## src/rtl/bcc_pkg.sv

```systemverilog
// ----------------------------------------------------------------------------
// bcc_pkg
// Types and constants shared by the button click classifier modules.
// ----------------------------------------------------------------------------
package bcc_pkg;

  localparam int NUM_KEYS  = 2;
  localparam int KEY_W     = 1;
  localparam int KEY_SLOTS = 2 ** KEY_W;
  localparam int CNT_W     = 16;
  localparam int CLICK_W   = 3;

  localparam logic [CNT_W-1:0]   CNT_MAX    = '1;
  localparam logic [CLICK_W-1:0] CLICK_SAT  = 3'd4;
  localparam logic [1:0]         MASK_RST   = 2'd1;
  localparam logic [CNT_W-1:0]   LONG_RST   = 16'd200;
  localparam logic [CNT_W-1:0]   GAP_RST    = 16'd50;

  // Event queue depth
  localparam int QDEPTH = 3;

  typedef enum logic [1:0] {
    CFG_MASK = 2'd0,
    CFG_LONG = 2'd1,
    CFG_GAP  = 2'd2
  } cfg_index_t;

  typedef enum logic [1:0] {
    PH_IDLE         = 2'd0,
    PH_PRESSED      = 2'd1,
    PH_WAIT_RELEASE = 2'd2,
    PH_WAIT_CLICK   = 2'd3
  } phase_t;

  typedef enum logic [1:0] {
    EV_SHORT  = 2'd0,
    EV_DOUBLE = 2'd1,
    EV_TRIPLE = 2'd2,
    EV_LONG   = 2'd3
  } ev_code_t;

  typedef struct packed {
    logic [KEY_W-1:0] key_index;
    logic             raw_level;
  } in_item_t;

  typedef struct packed {
    logic [KEY_W-1:0] event_key;
    logic [1:0]       event_code;
  } out_item_t;

  // Per-key record held in the state memory
  typedef struct packed {
    phase_t             phase;
    logic [CNT_W-1:0]   hold;
    logic [CLICK_W-1:0] clicks;
    logic [CNT_W-1:0]   gap;
  } key_rec_t;

  typedef struct packed {
    logic [CNT_W-1:0] long_ticks;
    logic [CNT_W-1:0] gap_ticks;
  } limits_t;

  typedef struct packed {
    logic     valid;
    ev_code_t code;
  } key_event_t;

endpackage

```

## src/rtl/bcc_key_fsm.sv

```systemverilog
// ----------------------------------------------------------------------------
// bcc_key_fsm
// Next-state and event logic for one key record and one tick sample.
// ----------------------------------------------------------------------------
module bcc_key_fsm
  import bcc_pkg::*;
(
  input  key_rec_t   cur,
  input  logic       pressed,
  input  limits_t    lim,
  output key_rec_t   nxt,
  output key_event_t ev
);

  logic [CNT_W-1:0] hold_inc;
  logic [CNT_W-1:0] gap_inc;
  logic             long_hit;
  logic             gap_hit;

  // Saturating counters and limit compares
  always_comb begin
    hold_inc = (cur.hold == CNT_MAX) ? CNT_MAX : cur.hold + 1'b1;
    gap_inc  = (cur.gap == CNT_MAX) ? CNT_MAX : cur.gap + 1'b1;
    long_hit = hold_inc >= lim.long_ticks;
    gap_hit  = gap_inc >= lim.gap_ticks;
  end

  // Next state of the record
  always_comb begin
    nxt = cur;
    case (cur.phase)
      PH_IDLE: begin
        if (pressed) begin
          nxt.phase = PH_PRESSED;
          nxt.hold  = '0;
        end
      end
      PH_PRESSED: begin
        if (pressed) begin
          nxt.hold = hold_inc;
          if (long_hit) begin
            nxt.phase  = PH_WAIT_RELEASE;
            nxt.hold   = '0;
            nxt.clicks = '0;
          end
        end else begin
          if (cur.clicks < CLICK_SAT) begin
            nxt.clicks = cur.clicks + 1'b1;
          end
          nxt.phase = PH_WAIT_CLICK;
          nxt.gap   = '0;
        end
      end
      PH_WAIT_RELEASE: begin
        if (!pressed) begin
          nxt.phase = PH_IDLE;
        end
      end
      default: begin
        nxt.gap = gap_inc;
        if (pressed) begin
          nxt.phase = PH_PRESSED;
          nxt.hold  = '0;
          nxt.gap   = '0;
        end else if (gap_hit) begin
          nxt.phase  = PH_IDLE;
          nxt.clicks = '0;
          nxt.gap    = '0;
        end
      end
    endcase
  end

  // Event output
  always_comb begin
    ev.valid = 1'b0;
    ev.code  = EV_SHORT;
    case (cur.phase)
      PH_PRESSED: begin
        if (pressed && long_hit) begin
          ev.valid = 1'b1;
          ev.code  = EV_LONG;
        end
      end
      PH_WAIT_CLICK: begin
        if (!pressed && gap_hit) begin
          case (cur.clicks)
            3'd1: begin
              ev.valid = 1'b1;
              ev.code  = EV_SHORT;
            end
            3'd2: begin
              ev.valid = 1'b1;
              ev.code  = EV_DOUBLE;
            end
            3'd3: begin
              ev.valid = 1'b1;
              ev.code  = EV_TRIPLE;
            end
            default: begin
              ev.valid = 1'b0;
            end
          endcase
        end
      end
      default: begin
        ev.valid = 1'b0;
      end
    endcase
  end

endmodule

```

## config.mk

```make
export PLATFORM = sky130hd
export DESIGN_NAME = bcc_key_fsm
export DESIGN_NICKNAME = d
export VERILOG_FILES = /design/src/rtl/bcc_pkg.sv /design/src/rtl/bcc_key_fsm.sv
export SDC_FILE = /design/constraint.sdc
export NUM_CORES = 1
export LEC_CHECK = 0
export ABC_AREA = 1
export BUFFER_PORTS_ARGS = -buffer_cell sky130_fd_sc_hd__clkbuf_2
export CAP_MARGIN = 10
export CORE_MARGIN = 4
export CORE_UTILIZATION = 45
export DETAILED_ROUTE_END_ITERATION = 8
export GPL_TIMING_DRIVEN = 0
export PLACE_DENSITY = 0.75
export REMOVE_ABC_BUFFERS = 1
export SLEW_MARGIN = 25
export SYNTH_ARGS = -nofsm -noshare
export SYNTH_HDL_FRONTEND = slang
export SYNTH_SLANG_ARGS = --single-unit
```

## constraint.sdc

```tcl
create_clock -name vclk -period 3
set_input_delay 0 -clock vclk [all_inputs]
set_output_delay 0 -clock vclk [all_outputs]
set_load 0.02 [all_outputs]
```

### Word-level counts from Yosys, hierarchy flattened

Cells that the tools add are included.

* word-level logic and storage cells: 45
* register bits: 0
* input bits: 70
* output and inout bits: 40

* order comparisons: 3
* multiplexer cells: 25
* reduce and logical (&&, ||, !) cells: 6
* equality and inequality tests: 8
* add/subtract/negate cells: 3

Operator list (number)
* $mux W16: 6
* $pmux W16 S3: 1
* $pmux W19 S2: 1
* $add A16 B1 Y16 const B: 2
* $eq A16 B16 Y1 const B: 2
* $ge A16 B16 Y1: 2
* $mux W21: 1
* $mux W19: 1
* $mux W18: 1
* $mux W3: 5
* $mux W2: 4
* $pmux W2 S2: 2
* $eq A3 B2 Y1 const B: 2
* $pmux W2 S3: 1
* $eq A2 B2 Y1 const B: 2
* $add A3 B1 Y3 const B: 1
* $eq A3 B1 Y1 const B: 1
* $lt A3 B3 Y1 const B: 1
* $reduce_or A3 Y1: 1
* $eq A2 B1 Y1 const B: 1
* $logic_and A1 B1 Y1: 2
* $logic_not A2 Y1: 1
* $pmux W1 S2: 1
* $reduce_or A2 Y1: 1
* other kinds (2): 2

### Depth between registers and ports, before layout

Gate-level depths: netlist (run 1).

* depth in word-level cells: 6
* depth in mapped cells: 22
* depth with buffers taken out: 21

### Worst setup path after synthesis (run 1)

OpenSTA, ideal clock, no wires.

* kind: input to output
* start: input cur[0] (netlist bit)
* end: output nxt[0] (netlist bit)
* cell stages on the path: 15
* data required time: 3000 ps
* buffers on the path: 2
* setup slack: 635 ps
* data arrival time: 2365 ps
* cells stage by stage: ha_1 nand3_2 inv_1 nand4_1 inv_2 buf_4 nor2_1 inv_1 ha_1 a21oi_1 o21ai_1 a21oi_1 nand4_1 buf_2 o21ai_1

RTL lines
* start, declared: line bcc_key_fsm.sv:8 `input key_rec_t cur,`
* end, declared: line bcc_key_fsm.sv:11 `output key_rec_t nxt,`

==> results of run 1 <==
how the worst min path moves through the flow:
| stage | start | to | slack, ns | cells past startpoint |
|---|---|---|---|---|
| 5_1_grt | cur[0] | nxt[0] | 0.38 | 4 |
| 3_5_place_dp | cur[15] | nxt[15] | 0.36 | 4 |
| 3_3_place_gp | cur[15] | nxt[15] | 0.35 | 4 |
| 2_1_floorplan | cur[19] | nxt[19] | 0.17 | 2 |
| 4_1_cts | cur[15] | nxt[15] | 0.36 | 4 |
| 6_report | cur[15] | nxt[15] | 0.36 | 4 |
where the power goes:
part | internal (µW) | total (µW) | switching [µW] | leakage, µW
sequential | 0 | 0 | 0 | 0
combinational | 186 | 517 | 331 | 0.00218
clock | 0 | 0 | 0 | 0
total | 186 | 517 | 331 | 0.00218
cell usage after synthesis, drive strengths merged, types with 2 or more instances:
| master | count |
|---|---|
| a21oi | 20 |
| buf | 10 |
| clkbuf | 2 |
| ha | 37 |
| inv | 98 |
| nand2 | 187 |
| nand3 | 50 |
| nand3b | 2 |
| nand4 | 11 |
| nor2 | 45 |
| nor3 | 14 |
| o21ai | 32 |
| or2 | 5 |
| xor2 | 10 |
layout by cell type (no fill, tap or decap):
cell and n:
nor2_1 43, nand4_4 1, inv_4 1, nor3b_2 1, clkinvlp_4 2, clkinv_1 1, o21ai_2 1, nor4_1 1
o21ai_0 9, buf_12 1, nor3_1 8, nor3_4 4, xnor2_1 1, inv_1 84, ha_1 37, o31ai_1 1
xor2_1 10, inv_2 12, a31oi_1 1, nor3_2 2, o21a_1 1, or2_0 2, nand2_1 181, nand3b_1 2
nand3_2 7, o21ai_1 22, a21oi_1 20, or2_2 3, nor2_4 1, buf_4 5, clkbuf_2 110, nand3_1 43
nor2_2 1, o21bai_1 1, nand2_2 6, nand4_1 10
stage by stage:
| step | instances | hold slack [ns] | TNS (ns) | setup slack [ns] |
|---|---|---|---|---|
| final | 711 | 0.357 | 0 | 0.353 |
| after global routing | 711 | 0.384 | 0 | 0.00231 |
| after floorplan | 519 | 0.175 | 0 | 0.613 |
| after CTS | 706 | 0.359 | 0 | 0.0123 |
| after global placement | 704 | 0.350 | -0.462 | -0.0634 |
| after detailed placement | 704 | 0.358 | -1.32 | -0.0957 |
layer usage:
metal | track usage, % | wire, µm | vias up
met2 | 41.5 | 3940 | 120
met1 | 27.2 | 3500 | 1589
met5 | 0 | 0 | -
met4 | 5.47 | 184 | 0
li1 | - | - | 1894
met3 | 0.576 | 477 | 17
layout make-up:
| class | instances | share of cell area, % |
|---|---|---|
| inverter | 99 | 11.1 |
| multi-input combinational | 420 | 68.0 |
| tap | 75 | 2.76 |
| timing repair buffer | 116 | 17.9 |
| timing repair inverter | 1 | 0.221 |
worst max-delay path: stages:
cell and delay, ns:
clkbuf_2 0.14, ha_1 0.20, nand2_2 0.11, nor2_4 0.19, nand4_4 0.13, buf_12 0.18, nand2_1 0.07, inv_2 0.04
ha_1 0.27, nand4_1 0.09, nor2_1 0.09, nor2_1 0.05, nand2_1 0.09, nand2_1 0.11, nand2_2 0.20, clkinvlp_4 0.24
nand2_1 0.10, nand2_1 0.05, nand3_1 0.10, nand2_1 0.06, clkbuf_2 0.15
what timing repair did:
item	CTS	global route
hold buffers	0	0
pin swaps	1	3
buffers inserted	2	4
cloned	0	1
resized for setup	1	5
hold endpoints to repair	0	0
setup endpoints to repair	31	22
kinds of logic (layout without fill, tap and decap cells):
group                    Yosys count  count (layout)
AND/OR/NAND/NOR                  316             316
buffers and inverters            111             216
AO/OA/AOI/OAI                     56              56
adder cells (fa/ha/maj)           37              37
XOR/XNOR                          11              11
==> reports/metrics.cfg, run 1 <==
[outcome]
status = complete, no violations

[sta]
slew_headroom_pct = 42.8
drv_slew = 0
worstMarginPinSlew_ns = 0.857
grt_setup_unrepaired = false
timing.fmax_mhz = 378
final.period_utilization_pct = 88.2
hold_violations = 0
min_period_ns = 2.65
setup_violations = 0

[synthesis]
syn_avg_cell_area_um2 = 5.14
syn_area_um2 = 2730
netlist_instances = 531
synth-compound-area-share_pct = 10.7
synth-xor-area-share_pct = 3.53
synth_top_area_share_pct = 25.0
synth_top_area_cell = nand2_1
synth_top_family_by_area = simple AND/OR/NAND/NOR gates
yosysWarnings = 0
synthAdderAreaFrac_pct = 16.9
synth_cell_types = 35
synth_area_leaders = nand2_1 (25%), ha_1 (17%), inv_1 (12%)
synth.area.mux_share_pct = 0
synth-simple-area-share_pct = 52.7
yosysSeqAreaShare_pct = 0

[placed_design]
dp_hpwl_um = 6830
placed_area_um2 = 3310
numPortBuffers = 110
gp_congestion = 0.909

[cells_and_area]
nFillCells = 653
register_area_um2 = 0
seq_cell_count = 0
fin_util_pct = 57.3
drive_gt1_share_pct = 24.8
fin_nets = 745
area_growth_syn_to_layout_pct = 24.3
clkbuf_count = 0
num_antenna_cells = 0
multi_input_area_um2 = 2310
fin_area_um2 = 3390

[critical_path]
arrival_ns = 2.65
required_ns = 3.00
cp-startpoint = cur[19]
critPathCaptureType = output pin
crit_end = nxt[22]
path_max_fanout = 13
critical_path_class = input pin to output pin
cp-start-kind = input pin

[pwr]
ir_drop_uv = 82.8
p_per_area_nw_per_um2 = 152
fin_total_pwr_uw = 517
leakagePower_uw = 0.00218

[die]
die_width_um = 85.9
die_h_um = 85.9
ioPinCount = 110
initial_utilization_pct = 46.1
rows = 28
fp.dieArea_um2 = 7380
core_um2 = 5920

[min_path]
worstHoldPathType = input pin to output pin

[drt]
drtPass1Iterations = 4
wl_per_cell_um = 11.4
vias_per_cell = 5.09
num_vias = 3620
routed_wl_um = 8100
drtIter0Drc = 143
drt_drc_violations_left = 0
ant_nets = 0

[grt]
grt_max_degree = 29
grt_first_pass_wirelength_um = 14100
grt_use_total_pct = 22.0
grt_overflow = 0
antenna_found_initial = 0
grt_pass1_vias = 3476

[flow_run]
max_cap_violations = 0

(Power assumes the default switching activity.)
==> inputs of run 2 (changes only) <==
Settings changed: ABC_AREA 1 to default, PLACE_DENSITY 0.75 to 0.77.
==> run 2 against run 1 <==
Against the previous run:
- the flow now finishes with violations (negative setup slack)
- total power grew 6.2%
- cell count shrank 14%
- core utilization grew 16 points
- critical endpoint is now nxt[16]
==> reports/metrics.cfg, run 2 <==
[sta]
final.period_utilization_pct = 107  ; +19 points
worstMarginPinSlew_ns = 0.735  ; -0.122 ns
hold_violations = 0  ; unchanged
timing.fmax_mhz = 312  ; -18%
slew_headroom_pct = 50.9  ; +8.1 points
drv_slew = 0  ; unchanged
min_period_ns = 3.21  ; +0.562 ns
grt_setup_unrepaired = true
setup_violations = 23  ; +23
setup_ws_ns = -0.209  ; -0.562 ns

[critical_path]
path_cells = buf_8, nand4_1, or3_4, nor3_4, nand3b_1, o21a_1, ha_1, nand4_1, or4_4, nor3_4, nor4_4, buf_4, a32o_2, a31o_1, clkbuf_8
cp-start-kind = input pin
critical_path_class = input pin to output pin
critPathCaptureType = output pin
max_stage_delay_ns = 0.52  ; +0.25 ns
arrival_ns = 3.21  ; +0.56 ns
cp_top_family = simple AND/OR/NAND/NOR gates
required_ns = 3.00  ; about the same
path_max_fanout = 4  ; -9
cp.buffers_inverters = 3  ; -2
crit_cells = 15  ; -29%
cpMaxStageDelayCell = or4_4

[drt]
num_vias = 3570  ; -1.4%
routed_wl_um = 9640  ; +19%
drtIter0Drc = 294  ; +110%
drt_drc_violations_left = 0  ; unchanged
drtPass1Iterations = 5  ; +1
vias_per_cell = 5.87  ; +15%
wl_per_cell_um = 15.9  ; +39%
ant_nets = 0  ; unchanged

[grt]
grt_max_degree = 17  ; -41%
grt_pass1_vias = 3045  ; -12%
grt_first_pass_wirelength_um = 13600  ; -3.5%
grt_use_total_pct = 24.4  ; +2.5 points
grt_overflow = 0  ; unchanged
antenna_found_initial = 0  ; unchanged

[cells_and_area]
num_antenna_cells = 0  ; unchanged
register_area_um2 = 0  ; unchanged
nFillCells = 391  ; -40%
fin_area_um2 = 3870  ; +14%
final_cell_mix = clkbuf_2 (82), nand2_1 (54), inv_1 (48)
multi_input_area_um2 = 2560  ; +11%
area_growth_syn_to_layout_pct = 54.8
fin_nets = 647  ; -13%
drive_gt1_share_pct = 40.3  ; +15 points
clkbuf_count = 0  ; unchanged
seq_cell_count = 0  ; unchanged
final_common_cell = clkbuf_2

[flow_run]
max_cap_violations = 0  ; unchanged

[min_path]
hold_path_depth = 3  ; -1
worstHoldPathType = input pin to output pin
min-delay-start = cur[24]
worstHoldEndpoint = nxt[24]

[die]
die_width_um = 82.5  ; -4.0%
fp.dieArea_um2 = 6810  ; -7.8%
core_um2 = 5240  ; -12%
rows = 26  ; -7.1%
ioPinCount = 110  ; unchanged
initial_utilization_pct = 47.7  ; +1.6 points
die_h_um = 82.5  ; -4.0%

[placed_design]
numPortBuffers = 110  ; unchanged
placed_area_um2 = 3070  ; -7.1%
place_ws_ns = -1.11  ; -1.01 ns
gp_congestion = 0.919  ; +1.1%
dp_hpwl_um = 6150  ; -10%

[synthesis]
yosysSeqAreaShare_pct = 0  ; unchanged
synth_top_area_share_pct = 18.5  ; -6.5 points
synth_most_common_cell = nand2_1
ys_top_cells_by_count = nand2_1 (55), inv_1 (48), ha_1 (37)
syn_avg_cell_area_um2 = 6.35  ; +24%
synth_area_leaders = ha_1 (19%), nand2_1 (8.3%), inv_1 (7.2%)
syn_area_um2 = 2500  ; -8.6%
synth_cell_types = 50  ; +43%
yosysWarnings = 0  ; unchanged
netlist_instances = 393  ; -26%
synth_top_area_cell = ha_1

[pwr]
p_per_area_nw_per_um2 = 142  ; -6.8%
leakagePower_uw = 0.00199  ; -8.8%
ir_drop_uv = 96.2  ; +16%

[outcome]
violations = negative setup slack
status = complete, but fails checks

## run 2: cell count changes after synthesis, sizes merged, moves of 13 or more
cell / delta
a22o: +13
inv: -50
nand2: -132
nand3: -24
nor2: -27
xnor2: +14
## run 2: worst max-delay path by stage
stage | start | endpoint | slack [ns]
6_report | cur[22] | nxt[16] | -0.21
5_1_grt | cur[22] | nxt[16] | -0.31
4_1_cts | cur[20] | nxt[16] | -0.19
3_5_place_dp | cur[19] | nxt[34] | -1.11
3_3_place_gp | cur[19] | nxt[23] | -1.36
2_1_floorplan | cur[19] | nxt[23] | -0.62
## run 2: final cells by class
cell class	count	share of cell area (%)
multi-input cells	336	66.2
repair buffers	154	26.9
inverters	48	4.66
well taps	70	2.27
## run 2: report_power, final
part	total, µW	internal (µW)	switching (µW)
clock network	0	0	0
logic	548	241	308
registers	0	0	0
## run 2: logic make-up (layout without fill, tap and decap cells)
kind of cell	Yosys count	in the layout	share of synthesized area, %
adder cells (fa/ha/maj)	37	37	18.5
AND/OR/NAND/NOR	159	161	33.8
AO/OA/AOI/OAI	118	119	31.1
buffers and inverters	60	202	9.97
XOR/XNOR	19	19	6.66
## run 2: stage by stage
| step | utilization [%] | setup TNS [ns] | power [µW] | hold slack (ns) | std cells |
|---|---|---|---|---|---|
| floorplan | - | -7.32 | 275 | 0.146 | 381 |
| global placement | 58.6 | -38.99 | 425 | 0.379 | 561 |
| detailed placement | 58.7 | -35.18 | 434 | 0.379 | 562 |
| CTS | 67.3 | -1.89 | 487 | 0.380 | 590 |
| global route | 73.8 | -4.25 | 596 | 0.361 | 608 |
| finish | 73.8 | -1.86 | 548 | 0.339 | 608 |
## run 2: timing repair
item,4_1_cts,5_1_grt
resized for setup,62,73
pin swaps,28,34
hold buffers,0,0
cloned,3,1
setup endpoints to repair,40,40
setup buffers,25,19
## run 2: metal layers
layer / GRT usage, % / routed length, µm
met5: 0 / 0
met4: 4.08 / 207
met2: 45.0 / 4790
met1: 32.0 / 3900
met3: 0.759 / 739
==> inputs of run 3 (changes only) <==
Settings changed: TNS_END_PERCENT from default to 1.
==> run 3 against run 2 <==
Against the previous run:
- global-route usage fell by 1.7 points
- total power decreased by 11%
- setup slack improved by 0.0058 ns
- non-clock buffer count is 21 lower
- cell area is 8.6% lower
- first-iteration DRC count fell by 30%
- sequential cell count unchanged
- hold slack better by 0.021 ns
- cell count is 3.8% lower
- core utilization down 6.3 points
- the run still ends with negative setup slack left
- largest cell class unchanged
- sequential share of layout area unchanged
- combinational power down 11%
==> reports/metrics.cfg, run 3 (synthesis gave the netlist of run 2 again) <==
[outcome]
status = complete, but fails checks
violations = negative setup slack

[pwr]
leakagePower_uw = 0.00185  ; -7.0%
p_clk_share_pct = 0  ; unchanged
p_comb_share_pct = 100.0  ; about the same
switching_share_pct = 57.9  ; +1.8 points
internal_power_uw = 207  ; -14%
switchingPower_uw = 284  ; -7.8%
p_per_area_nw_per_um2 = 139  ; -2.2%
ir_drop_uv = 81.8  ; -15%
p_seq_share_pct = 0  ; unchanged

[sta]
grt_setup_unrepaired = true
hold_violations = 0  ; unchanged
min_period_ns = 3.20  ; -0.00585 ns
timing.fmax_mhz = 312  ; +0.18%
final.period_utilization_pct = 107  ; -0.20 points
holdWs_ns = 0.361  ; +0.0212 ns
setup_violations = 19  ; -17%
worstMarginPinSlew_ns = 0.693  ; -0.0415 ns
drv_slew = 0  ; unchanged
setup_ws_ns = -0.203  ; +0.00585 ns
slew_headroom_pct = 53.7  ; +2.8 points

[placed_design]
dp_hpwl_um = 6150  ; unchanged
numPortBuffers = 110  ; unchanged
gp_congestion = 0.919  ; unchanged

[critical_path]
arrival_ns = 3.20  ; about the same
required_ns = 3.00  ; about the same
critPathCaptureType = output pin
critical_path_class = input pin to output pin
path_max_fanout = 4  ; unchanged
cp-start-kind = input pin

[die]
die_width_um = 82.5  ; unchanged
core_um2 = 5240  ; unchanged
rows = 26  ; unchanged
initial_utilization_pct = 47.7  ; unchanged
ioPinCount = 110  ; unchanged
fp.dieArea_um2 = 6810  ; unchanged
die_h_um = 82.5  ; unchanged

[cells_and_area]
seq_cell_count = 0  ; unchanged
num_antenna_cells = 0  ; unchanged
fin_util_pct = 67.5  ; -6.3 points
register_area_um2 = 0  ; unchanged
clkbuf_count = 0  ; unchanged
fin_nets = 624  ; -3.6%
final_cell_mix = clkbuf_2 (86), nand2_1 (54), inv_1 (48)
drive_gt1_share_pct = 35.3  ; -5.0 points
nFillCells = 449  ; +15%
area_growth_syn_to_layout_pct = 41.5
final_common_cell = clkbuf_2

[grt]
grt_overflow = 0  ; unchanged
use_met2_pct = 39.9  ; -5.0 points
grt_max_degree = 27  ; +10
antenna_found_initial = 0  ; unchanged
grt_use_total_pct = 22.7  ; -1.7 points
grt_busiest_layer = met2
grtUsageMet1_pct = 30.4  ; -1.6 points
use_met3_pct = 0.868  ; +0.11 points
grt_pass1_vias = 2938  ; -3.5%
grt_first_pass_wirelength_um = 12700  ; -6.2%

[clocking]
ctsHoldBuffers = 0  ; unchanged

[drt]
drt_drc_violations_left = 0  ; unchanged
drtIter0Drc = 207  ; -30%
drtPass1Iterations = 5  ; unchanged
vias_per_cell = 5.74  ; -2.3%
num_vias = 3357  ; -6.0%
ant_nets = 0  ; unchanged
routed_wl_um = 8560  ; -11%
wl_per_cell_um = 14.6  ; -7.7%

[flow_run]
max_cap_violations = 0  ; unchanged

[min_path]
worstHoldPathType = input pin to output pin

## run 3: cell count changes in the layout (fill, tap and decap cells not counted), moves of 2 or more
cell and delta:
nand3_1 +2, buf_6 -8, clkbuf_4 -2, a21oi_1 +3, nand3_2 -2, a21oi_2 -3, buf_4 -20, clkbuf_2 +4
clkbuf_8 -2, buf_2 +7
## run 3: metrics by stage
step,TNS (ns),std cells,area (µm²),total power [µW],worst slack (ns)
2_1_floorplan,-7.32,381,2430,275,-0.624
3_3_place_gp,-38.99,561,3070,425,-1.36
3_5_place_dp,-35.18,562,3070,434,-1.11
4_1_cts,-1.81,580,3390,466,-0.216
5_1_grt,-4.23,585,3530,539,-0.321
6_report,-1.07,585,3530,490,-0.203
## run 3: layer usage
| metal | share of wire [%] | wire length [µm] |
|---|---|---|
| met1 | 43 | 3720 |
| met2 | 49 | 4160 |
| met3 | 6.4 | 551 |
| met4 | 1.6 | 139 |
| met5 | 0 | 0 |
## run 3: worst paths after layout
check    start  slack [ns]  depth (start not counted)      end
max    cur[22]       -0.20                         17  nxt[16]
min    cur[24]        0.36                          3  nxt[24]
## run 3: area by class of cell
| type | count | area (µm²) | area share, % |
|---|---|---|---|
| multi-input cells | 334 | 2460 | 69.5 |
| repair buffers | 133 | 811 | 22.9 |
| inverters | 48 | 180 | 5.10 |
| well taps | 70 | 87.6 | 2.48 |
## run 3: timing repair
action                     in CTS  in global routing
setup endpoints to repair      40                 40
pin swaps                      18                 22
buffers inserted               18                  6
cloned                          0                  1
resized for setup              41                 56
## run 3: critical path: stages
cell,delay [ns]
buf_8,0.08
nand4_1,0.16
buf_4,0.19
nor2_2,0.17
nand2_1,0.14
nor2_2,0.16
xnor2_1,0.15
nand2_1,0.09
ha_1,0.32
nand4_1,0.13
or4_4,0.56
nor3_4,0.22
nor4_4,0.09
buf_4,0.16
a32o_2,0.23
a31o_1,0.20
clkbuf_8,0.15
## run 3: power by group through the flow
stage,clock network (µW),registers (µW),logic (µW)
after global routing,0,0,539
after CTS,0,0,466
after detailed placement,0,0,434
after floorplan,0,0,275
final,0,0,490
after global placement,0,0,425
